`config.mk`:
```
export PLATFORM = sky130hd
export DESIGN_NAME = descriptor_chain_free_list_core_flat
export DESIGN_NICKNAME = d
export VERILOG_FILES = /design/src/hdl/dcfl_pkg.sv /design/src/hdl/dcfl_if.sv /design/src/hdl/descriptor_chain_free_list_core.sv /design/src/flat_wrapper.sv
export SDC_FILE = /design/constraint.sdc
export NUM_CORES = 1
export LEC_CHECK = 0
export ABC_AREA = 0
export BUFFER_PORTS_ARGS = -buffer_cell sky130_fd_sc_hd__buf_2
export CELL_PAD_IN_SITES_DETAIL_PLACEMENT = 0
export CELL_PAD_IN_SITES_GLOBAL_PLACEMENT = 2
export CORE_MARGIN = 2
export CORE_UTILIZATION = 45
export DETAILED_ROUTE_END_ITERATION = 10
export PLACE_DENSITY_LB_ADDON = 0.1
export SLEW_MARGIN = 20
export SYNTH_ARGS = -nofsm -noshare
export SYNTH_HDL_FRONTEND = slang
export SYNTH_SLANG_ARGS = --single-unit
```
`constraint.sdc`:
```
create_clock -name clk -period 6.5 [get_ports clk]
set_input_delay 0.325 -clock clk [delete_from_list [all_inputs] [get_ports clk]]
set_output_delay 0.325 -clock clk [all_outputs]
set_load 0.03 [all_outputs]
```
`src/hdl/dcfl_pkg.sv`:
```
// dcfl_pkg: shared types and constants for the descriptor chain free list
// field widths of the request and result beats, request kinds, sequencer states
// no dependencies
package dcfl_pkg;

  localparam int unsigned KIND_W  = 1;
  localparam int unsigned COUNT_W = 4;
  localparam int unsigned HEAD_W  = 3;
  localparam int unsigned INDEX_W = 3;
  localparam int unsigned FREED_W = 4;

  // longest chain one allocate request may build
  localparam logic [COUNT_W-1:0] MAX_CHAIN = 4'd8;

  localparam logic [KIND_W-1:0] KIND_ALLOC = 1'b0;
  localparam logic [KIND_W-1:0] KIND_FREE  = 1'b1;

  typedef enum logic [2:0] {
    S_INIT,
    S_IDLE,
    S_AWALK,
    S_AFIN,
    S_FWALK,
    S_RESP
  } state_t;

endpackage

```
`src/hdl/dcfl_if.sv`:
```
// dcfl_if: valid/ready channels for request and result beats
// depends on dcfl_pkg for the field widths
interface dcfl_in_if;
  logic                            valid;
  logic                            ready;
  logic [dcfl_pkg::KIND_W-1:0]     kind;
  logic [dcfl_pkg::COUNT_W-1:0]    count;
  logic [dcfl_pkg::HEAD_W-1:0]     head_index;

  modport source (output valid, kind, count, head_index, input ready);
  modport sink   (input valid, kind, count, head_index, output ready);
endinterface

interface dcfl_out_if;
  logic                            valid;
  logic                            ready;
  logic [dcfl_pkg::INDEX_W-1:0]    index;
  logic                            last;
  logic                            error;
  logic [dcfl_pkg::FREED_W-1:0]    freed;

  modport source (output valid, index, last, error, freed, input ready);
  modport sink   (input valid, index, last, error, freed, output ready);
endinterface

```
`src/hdl/descriptor_chain_free_list_core.sv`:
```
// descriptor_chain_free_list_core: linked free list over a table of queue descriptors
// depends on dcfl_pkg and the channel interfaces in dcfl_if.sv
//
// in_ch takes one request per beat: kind alloc pops count descriptors from the free
// head and links them into a chain, kind free walks the chain starting at head_index
// and splices it in front of the free head. out_ch returns one beat per allocated
// index (last on the final one), or a single beat with error set when the request
// cannot be met, or a single beat carrying freed for a free request.
// The link table sits in one synchronous memory (one read, one write per cycle);
// the sequencer may read one entry as it writes another, with read-during-write forwarding.
// An allocate takes one S_AWALK step per descriptor, held while out_ch stalls, then
// S_AFIN; a free takes one S_FWALK step per chain entry, then S_RESP; a refused
// allocate goes to S_RESP. The first result beat is loaded in the first S_AWALK step
// for an allocate and in S_RESP for a refusal or a free, once out_ch has room.
// Requests are taken one at a time; in_ch.ready is high only while the block is idle.
// After rst_n is released the table is rebuilt by an init sweep over all QUEUE_DEPTH
// entries, writing one entry per cycle; no request is taken during the sweep.
// Results sit in an output register; when out_ch stalls, the sequencer holds before
// producing the next beat, and a new request may be taken while a finished beat waits.
module descriptor_chain_free_list_core #(
  parameter int unsigned QUEUE_DEPTH = 8
) (
  input  logic           clk,
  input  logic           rst_n,
  dcfl_in_if.sink        in_ch,
  dcfl_out_if.source     out_ch
);

  localparam int unsigned IW   = $clog2(QUEUE_DEPTH);
  localparam int unsigned CW   = $clog2(QUEUE_DEPTH + 1);
  localparam int unsigned CMPW = (CW > dcfl_pkg::COUNT_W) ? CW : dcfl_pkg::COUNT_W;

  // head_index wraps into the table
  function automatic logic [IW-1:0] wrap_head(input logic [dcfl_pkg::HEAD_W-1:0] h);
    logic [dcfl_pkg::HEAD_W-1:0] v;
    v = h;
    for (int i = 0; i < 4; i++) begin
      if (int'(v) >= int'(QUEUE_DEPTH)) begin
        v = v - dcfl_pkg::HEAD_W'(QUEUE_DEPTH);
      end
    end
    return IW'(v);
  endfunction

  // table memory: {has_next, next_link}
  logic [IW:0]    mem [QUEUE_DEPTH];
  logic [IW:0]    mem_q;
  logic           fwd_hit_r;
  logic [IW:0]    fwd_data_r;
  logic [IW:0]    rdata;
  logic           rd_en;
  logic [IW-1:0]  rd_addr;
  logic           wr_en;
  logic [IW-1:0]  wr_addr;
  logic [IW:0]    wr_data;

  dcfl_pkg::state_t state_r, state_nxt;
  logic [IW-1:0]  init_r, init_nxt;
  logic [IW-1:0]  free_head_r, free_head_nxt;
  logic [CW-1:0]  free_count_r, free_count_nxt;
  logic [dcfl_pkg::COUNT_W-1:0] cnt_r, cnt_nxt;
  logic [2:0]     k_r, k_nxt;
  logic [IW-1:0]  prev_r, prev_nxt;
  logic [IW-1:0]  prev_link_r, prev_link_nxt;
  logic [IW-1:0]  walk_r, walk_nxt;
  logic [CW-1:0]  len_r, len_nxt;
  logic [IW-1:0]  head_r, head_nxt;
  logic           was_empty_r, was_empty_nxt;
  logic           resp_err_r, resp_err_nxt;
  logic [dcfl_pkg::FREED_W-1:0] resp_freed_r, resp_freed_nxt;

  logic           out_valid_r, out_valid_nxt;
  logic [dcfl_pkg::INDEX_W-1:0] out_index_r, out_index_nxt;
  logic           out_last_r, out_last_nxt;
  logic           out_error_r, out_error_nxt;
  logic [dcfl_pkg::FREED_W-1:0] out_freed_r, out_freed_nxt;

  logic           in_ready;
  logic           slot_free;
  logic [IW-1:0]  head_wrap;
  logic           alloc_bad;
  logic           a_last;
  logic [IW-1:0]  rd_link;
  logic           rd_has;
  logic [IW-1:0]  pop_head;
  logic [CW:0]    fc_sum;

  assign rdata     = fwd_hit_r ? fwd_data_r : mem_q;
  assign rd_link   = rdata[IW-1:0];
  assign rd_has    = rdata[IW];
  assign slot_free = !out_valid_r || out_ch.ready;
  assign head_wrap = wrap_head(in_ch.head_index);
  assign alloc_bad = (in_ch.count == '0) || (in_ch.count > dcfl_pkg::MAX_CHAIN) ||
                     (CMPW'(in_ch.count) > CMPW'(free_count_r));
  assign a_last    = (({1'b0, k_r} + 4'd1) == cnt_r);
  assign pop_head  = rd_has ? rd_link : free_head_r;
  assign fc_sum    = {1'b0, free_count_r} + {1'b0, len_r};

  always_ff @(posedge clk) begin
    if (wr_en) begin
      mem[wr_addr] <= wr_data;
    end
    if (rd_en) begin
      mem_q      <= mem[rd_addr];
      fwd_data_r <= wr_data;
    end
  end

  always_comb begin
    state_nxt      = state_r;
    init_nxt       = init_r;
    free_head_nxt  = free_head_r;
    free_count_nxt = free_count_r;
    cnt_nxt        = cnt_r;
    k_nxt          = k_r;
    prev_nxt       = prev_r;
    prev_link_nxt  = prev_link_r;
    walk_nxt       = walk_r;
    len_nxt        = len_r;
    head_nxt       = head_r;
    was_empty_nxt  = was_empty_r;
    resp_err_nxt   = resp_err_r;
    resp_freed_nxt = resp_freed_r;
    out_valid_nxt  = out_valid_r && !out_ch.ready;
    out_index_nxt  = out_index_r;
    out_last_nxt   = out_last_r;
    out_error_nxt  = out_error_r;
    out_freed_nxt  = out_freed_r;
    in_ready       = 1'b0;
    rd_en          = 1'b0;
    rd_addr        = free_head_r;
    wr_en          = 1'b0;
    wr_addr        = init_r;
    wr_data        = '0;

    case (state_r)
      dcfl_pkg::S_INIT: begin
        wr_en   = 1'b1;
        wr_addr = init_r;
        if (init_r == IW'(QUEUE_DEPTH - 1)) begin
          wr_data   = {1'b0, IW'(0)};
          state_nxt = dcfl_pkg::S_IDLE;
        end else begin
          wr_data  = {1'b1, init_r + IW'(1)};
          init_nxt = init_r + IW'(1);
        end
      end

      dcfl_pkg::S_IDLE: begin
        in_ready = 1'b1;
        if (in_ch.valid) begin
          if (in_ch.kind == dcfl_pkg::KIND_FREE) begin
            head_nxt      = head_wrap;
            walk_nxt      = head_wrap;
            len_nxt       = CW'(1);
            was_empty_nxt = (free_count_r == '0);
            rd_en         = 1'b1;
            rd_addr       = head_wrap;
            state_nxt     = dcfl_pkg::S_FWALK;
          end else if (alloc_bad) begin
            resp_err_nxt   = 1'b1;
            resp_freed_nxt = '0;
            state_nxt      = dcfl_pkg::S_RESP;
          end else begin
            cnt_nxt   = in_ch.count;
            k_nxt     = '0;
            rd_en     = 1'b1;
            rd_addr   = free_head_r;
            state_nxt = dcfl_pkg::S_AWALK;
          end
        end
      end

      dcfl_pkg::S_AWALK: begin
        if (slot_free) begin
          free_head_nxt  = pop_head;
          free_count_nxt = free_count_r - CW'(1);
          // link the previous descriptor to this one
          if (k_r != '0) begin
            wr_en   = 1'b1;
            wr_addr = prev_r;
            wr_data = {1'b1, free_head_r};
          end
          prev_nxt      = free_head_r;
          prev_link_nxt = ((k_r != '0) && (prev_r == free_head_r)) ? free_head_r : rd_link;
          out_valid_nxt = 1'b1;
          out_index_nxt = dcfl_pkg::INDEX_W'(free_head_r);
          out_last_nxt  = a_last;
          out_error_nxt = 1'b0;
          out_freed_nxt = '0;
          if (a_last) begin
            state_nxt = dcfl_pkg::S_AFIN;
          end else begin
            k_nxt   = k_r + 3'd1;
            rd_en   = 1'b1;
            rd_addr = pop_head;
          end
        end
      end

      dcfl_pkg::S_AFIN: begin
        // chain tail loses its successor, link left as it was
        wr_en     = 1'b1;
        wr_addr   = prev_r;
        wr_data   = {1'b0, prev_link_r};
        state_nxt = dcfl_pkg::S_IDLE;
      end

      dcfl_pkg::S_FWALK: begin
        if (rd_has && (len_r < CW'(QUEUE_DEPTH))) begin
          walk_nxt = rd_link;
          len_nxt  = len_r + CW'(1);
          rd_en    = 1'b1;
          rd_addr  = rd_link;
        end else begin
          // splice the walked chain in front of the free head, or end it there if the list was empty
          wr_en         = 1'b1;
          wr_addr       = walk_r;
          wr_data       = was_empty_r ? {1'b0, rd_link} : {1'b1, free_head_r};
          free_head_nxt = head_r;
          if (fc_sum > (CW + 1)'(QUEUE_DEPTH)) begin
            free_count_nxt = CW'(QUEUE_DEPTH);
          end else begin
            free_count_nxt = fc_sum[CW-1:0];
          end
          resp_err_nxt   = 1'b0;
          resp_freed_nxt = dcfl_pkg::FREED_W'(len_r);
          state_nxt      = dcfl_pkg::S_RESP;
        end
      end

      dcfl_pkg::S_RESP: begin
        if (slot_free) begin
          out_valid_nxt = 1'b1;
          out_index_nxt = '0;
          out_last_nxt  = 1'b1;
          out_error_nxt = resp_err_r;
          out_freed_nxt = resp_freed_r;
          state_nxt     = dcfl_pkg::S_IDLE;
        end
      end

      default: begin
        state_nxt = dcfl_pkg::S_IDLE;
      end
    endcase
  end

  always_ff @(posedge clk) begin
    if (!rst_n) begin
      state_r      <= dcfl_pkg::S_INIT;
      init_r       <= '0;
      free_head_r  <= '0;
      free_count_r <= CW'(QUEUE_DEPTH);
      out_valid_r  <= 1'b0;
      fwd_hit_r    <= 1'b0;
    end else begin
      state_r      <= state_nxt;
      init_r       <= init_nxt;
      free_head_r  <= free_head_nxt;
      free_count_r <= free_count_nxt;
      out_valid_r  <= out_valid_nxt;
      if (rd_en) begin
        fwd_hit_r <= wr_en && (wr_addr == rd_addr);
      end
    end
  end

  always_ff @(posedge clk) begin
    cnt_r        <= cnt_nxt;
    k_r          <= k_nxt;
    prev_r       <= prev_nxt;
    prev_link_r  <= prev_link_nxt;
    walk_r       <= walk_nxt;
    len_r        <= len_nxt;
    head_r       <= head_nxt;
    was_empty_r  <= was_empty_nxt;
    resp_err_r   <= resp_err_nxt;
    resp_freed_r <= resp_freed_nxt;
    out_index_r  <= out_index_nxt;
    out_last_r   <= out_last_nxt;
    out_error_r  <= out_error_nxt;
    out_freed_r  <= out_freed_nxt;
  end

  assign in_ch.ready  = in_ready;
  assign out_ch.valid = out_valid_r;
  assign out_ch.index = out_index_r;
  assign out_ch.last  = out_last_r;
  assign out_ch.error = out_error_r;
  assign out_ch.freed = out_freed_r;

  a_free_count_range: assert property (@(posedge clk) disable iff (!rst_n)
    free_count_r <= CW'(QUEUE_DEPTH))
    else $error("free count above table depth");

  a_free_head_range: assert property (@(posedge clk) disable iff (!rst_n)
    int'(free_head_r) < int'(QUEUE_DEPTH))
    else $error("free head outside table");

  a_error_beat: assert property (@(posedge clk) disable iff (!rst_n)
    (out_valid_r && out_error_r) |-> (out_last_r && (out_freed_r == '0)))
    else $error("error beat not a lone final beat");

  a_init_quiet: assert property (@(posedge clk) disable iff (!rst_n)
    (state_r == dcfl_pkg::S_INIT) |-> (!out_valid_r && !in_ready))
    else $error("channel active during init sweep");

endmodule

```
`src/flat_wrapper.sv`:
```
// flat-port wrapper written by rule: the top's interface ports become plain ports
module descriptor_chain_free_list_core_flat 
#(
  parameter int unsigned QUEUE_DEPTH = 8
)
  (clk, rst_n, in_ch_valid, in_ch_kind, in_ch_count, in_ch_head_index, in_ch_ready, out_ch_valid, out_ch_index, out_ch_last, out_ch_error, out_ch_freed, out_ch_ready);
  dcfl_in_if in_ch_i ();
  dcfl_out_if out_ch_i ();
  input  logic clk;
  input  logic rst_n;
  input wire logic [$bits(in_ch_i.valid)-1:0] in_ch_valid;
  input wire logic [$bits(in_ch_i.kind)-1:0] in_ch_kind;
  input wire logic [$bits(in_ch_i.count)-1:0] in_ch_count;
  input wire logic [$bits(in_ch_i.head_index)-1:0] in_ch_head_index;
  output wire logic [$bits(in_ch_i.ready)-1:0] in_ch_ready;
  output wire logic [$bits(out_ch_i.valid)-1:0] out_ch_valid;
  output wire logic [$bits(out_ch_i.index)-1:0] out_ch_index;
  output wire logic [$bits(out_ch_i.last)-1:0] out_ch_last;
  output wire logic [$bits(out_ch_i.error)-1:0] out_ch_error;
  output wire logic [$bits(out_ch_i.freed)-1:0] out_ch_freed;
  input wire logic [$bits(out_ch_i.ready)-1:0] out_ch_ready;
  assign in_ch_i.valid = in_ch_valid;
  assign in_ch_i.kind = in_ch_kind;
  assign in_ch_i.count = in_ch_count;
  assign in_ch_i.head_index = in_ch_head_index;
  assign in_ch_ready = in_ch_i.ready;
  assign out_ch_valid = out_ch_i.valid;
  assign out_ch_index = out_ch_i.index;
  assign out_ch_last = out_ch_i.last;
  assign out_ch_error = out_ch_i.error;
  assign out_ch_freed = out_ch_i.freed;
  assign out_ch_i.ready = out_ch_ready;
  descriptor_chain_free_list_core #(.QUEUE_DEPTH(QUEUE_DEPTH)) u_core (.clk(clk), .rst_n(rst_n), .in_ch(in_ch_i), .out_ch(out_ch_i));
endmodule
```
==> flow_metrics.tcl <==
set metrics [dict create \
    r2r_end "u_core.mem_q[0]" \
    post_cts_hold_buffer_count 0 \
    cp.required_ps 6640 \
    detailedPlacementHpwl_mm 7.93 \
    cts_tree "done" \
    number_of_setup_violations_in_the_final_report 0 \
    finalWeightedCongestion 0.861 \
    whs_endpoint "u_core.cnt_r[0]" \
    postSynth.topFlopCell "edfxtp_1" \
    critical_path_fanout_max 22 \
    clock.fmax_ghz 0.251 \
    grt_remaining_overflow 0 \
    worst_setup_path_start_kind "register" \
    synth.cell_area_um2 4650 \
    post-route-drc-count 0 \
    unrepaired_setup_endpoints_after_global_routing "false" \
    htree_num_levels 3 \
    seq_area_frac_synth 0.569 \
    total_of_max_cap_violations 0 \
    final_layout_size_suffix_gt1_frac 0.160 \
    synth_to_final_area_change_pct 9.13 \
    hold_viol 0 \
    synth_cell_types 65 \
    hp-class "in2reg" \
    reg2reg_depth 8 \
    floorplan.initialDensity 0.456 \
    first_iter_violations 164 \
    root_buffer "clkbuf_8" \
    layout_min_cycle_time_ps 3990 \
    maximum_clock_insertion_buffer_count 2 \
    ir_worst_vdd_v 0.000157 \
    synth-edff-count 78 \
    final-max-slew-violation-count 0 \
    slew_worst_pin_ps 1040 \
    commonest_cells_after_routing_fill_and_taps_aside "78 x edfxtp_1, 30 x nand2_1, 29 x nor2_1" \
    numPortBuffers 22 \
    routed_via_density 5.54 \
    via_count 2999 \
    post_synth_inst_count 379 \
    routed_wirelength_mm 10.6 \
    layout.cells.most_common "edfxtp_1" \
    die_height_um 106 \
    clkLatencyLatePin_ps 380 \
    grt_antenna_before_repair 0 \
    power.leakage_nw 1.88 \
    i_o_pins 23 \
    warnings_from_yosys 0 \
    timing.reg2reg.setup_slack_ps 2510 \
    antenna-diode-count 0 \
    worstReg2RegStart "u_core.state_r[2]" \
    result_of_the_run "completed" \
    numCtsBuffers 9 \
    cts_setup_buffers 0 \
    numClockSinks 93 \
    post_dp_cell_area_um2 4870 \
    crit_type "reg2reg" \
    clock_skew_ps 10.0 \
    worstPathArrival_ps 4130 \
    cts.clk_slew.worst_paths_ps 100 \
    worst_hold_path.num_cells 1 \
    floorplan.die.width_um 106 \
    post-route-cell-area_um2 5070 \
    fin_tns_setup_ps 0 \
    largest_net_degree_at_the_start_of_global_routing 23 \
    synthesis.nets 406 \
    vias_in_the_first_global_route 3017 \
    relSlewSlack 0.303 \
    critPathCaptureType "register" \
    core_footprint_um2 10200 \
    cts-resized-gates 0 \
    ant_nets 0 \
    wire_length_of_the_first_global_routing_pass_mm 17.1 \
    synth-async-reset-ratio 0 \
    avgRoutedWirePerCell_um 19.6 \
    first_pass_iters 4 \
    layout.nets 427 \
    yosys_register_bits 93 \
    row_count 37 \
    final_cycle_utilization_of_the_critical_path 0.614 \
    hold_path.startpoint "in_ch_count[0]" \
    syn-mean-instance-area_um2 12.3 \
    power.density_cell_area_nw_per_um2 337 \
    groute.usage.overall 0.207 \
    die-area_um2 11200 \
]
-- synth_stat cells (2+ instances only) --
cell type   n  share of area
a31oi_1     3         0.0040
nand2_1    30          0.024
dfxtp_1    15          0.065
nand4_1     3         0.0040
inv_1      16          0.013
mux4_2      5          0.024
clkbuf_1    8         0.0065
a32oi_1     2         0.0038
o221ai_1    3         0.0057
a21o_1      3         0.0048
mux2_2      6          0.015
nand2b_1    5         0.0067
ha_1       14          0.038
o21ai_0    14          0.015
a21boi_0    3         0.0048
or3_1       2         0.0027
o2111ai_1   2         0.0038
xor2_1      4         0.0075
buf_6       2         0.0048
xnor2_1    10          0.019
a22oi_1     2         0.0032
nor3_1      5         0.0054
buf_2       3         0.0032
a21oi_1    14          0.015
o211ai_1    4         0.0065
mux2i_1     8          0.017
nand4b_1    2         0.0038
edfxtp_1   78           0.50
nand3_1     8         0.0086
nor2_1     29          0.023
nor2b_1    11          0.015
a211oi_1    5         0.0081
nor4bb_1    2         0.0043
or2_2       5         0.0067
and3_1      7         0.0094
nor3b_1     5         0.0081
o211a_1     5          0.011
nor4_1      2         0.0027
and2_1      7         0.0094
a22o_1      2         0.0038
-- report_power, final --
group / switching [W] / leakage (nW) / internal, W
Sequential: 0.0000571 / 0.824 / 0.000803
Clock: 0.000235 / 0.103 / 0.000153
Combinational: 0.000286 / 0.956 / 0.000173
Total: 0.000578 / 1.88 / 0.00113
-- critical path, cell delays in order (launching register included) --
cell     delay [ps]
dfxtp_1         740
nor3b_4         730
inv_2           270
nor3_4          310
a22oi_1         150
o31ai_2         190
or2_1           440
mux4_1          630
mux2_2          280
-- worst max-delay path by stage --
stage / depth (start not counted) / startpoint / end
final: 8 / u_core.state_r[2] / u_core.mem_q[0]
after global routing: 8 / u_core.state_r[2] / u_core.mem_q[0]
after CTS: 8 / u_core.state_r[2] / u_core.mem_q[0]
after detailed placement: 8 / u_core.state_r[2] / u_core.mem_q[0]
after global placement: 8 / u_core.state_r[2] / u_core.mem_q[0]
after floorplan: 9 / u_core.state_r[0] / u_core.mem_q[0]
-- sequential cells by signal, indices dropped and copies added (netlist names), 3 cells and up --
register / cells
u_core.init_r: 3
u_core.mem: 32
u_core.out_ch.freed: 4
u_core.fwd_data_r: 4
u_core.k_r: 3
u_core.cnt_r: 4
u_core.prev_r: 3
u_core.mem_q: 4
u_core.resp_freed_r: 4
u_core.state_r: 3
u_core.out_ch.index: 3
u_core.len_r: 4
u_core.head_r: 3
u_core.free_count_r: 4
u_core.free_head_r: 3
u_core.prev_link_r: 3
u_core.walk_r: 3
-- per-layer routing --
layer	up-vias	share of wire	global-route usage
met3	7	0.036	0.0433
met4	0	0.0090	0.0733
met2	51	0.45	0.306
met5	-	0	0
li1	1471	-	-
met1	1470	0.50	0.303
-- layout make-up --
| type | instances | area (µm²) |
|---|---|---|
| repair buffers | 24 | 125 |
| clock inverters | 7 | 76.3 |
| clock buffers | 9 | 124 |
| inverters | 17 | 63.8 |
| flip-flops and latches | 93 | 2640 |
| multi-input cells | 255 | 1870 |
| well taps | 136 | 170 |
| fillers | 925 | 5110 |
-- logic make-up (layout without fill, tap and decap cells) --
| logic type | Yosys count | count (layout) | synth area share |
|---|---|---|---|
| muxes | 21 | 21 | 0.0646 |
| buffers and inverters | 31 | 57 | 0.0291 |
| AOI/OAI and AO/OA | 77 | 77 | 0.122 |
| DFF | 93 | 93 | 0.569 |
| and+or+nand+nor | 128 | 128 | 0.147 |
| adders and majority gates | 15 | 15 | 0.0420 |
| xor gates and xnor gates | 14 | 14 | 0.0264 |
-- through the flow --
step           hold WS (ps)   util  instances  setup slack [ps]  power (W)
3_3_place_gp            537  0.478        525              2660    0.00133
3_5_place_dp            540  0.478        525              2540    0.00133
4_1_cts                 138  0.498        541              2510    0.00172
6_report                153  0.498        541              2510    0.00171
5_1_grt                 141  0.498        541              2220    0.00181
2_1_floorplan           406      -        379              3190    0.00119
(Power assumes the default switching activity.)
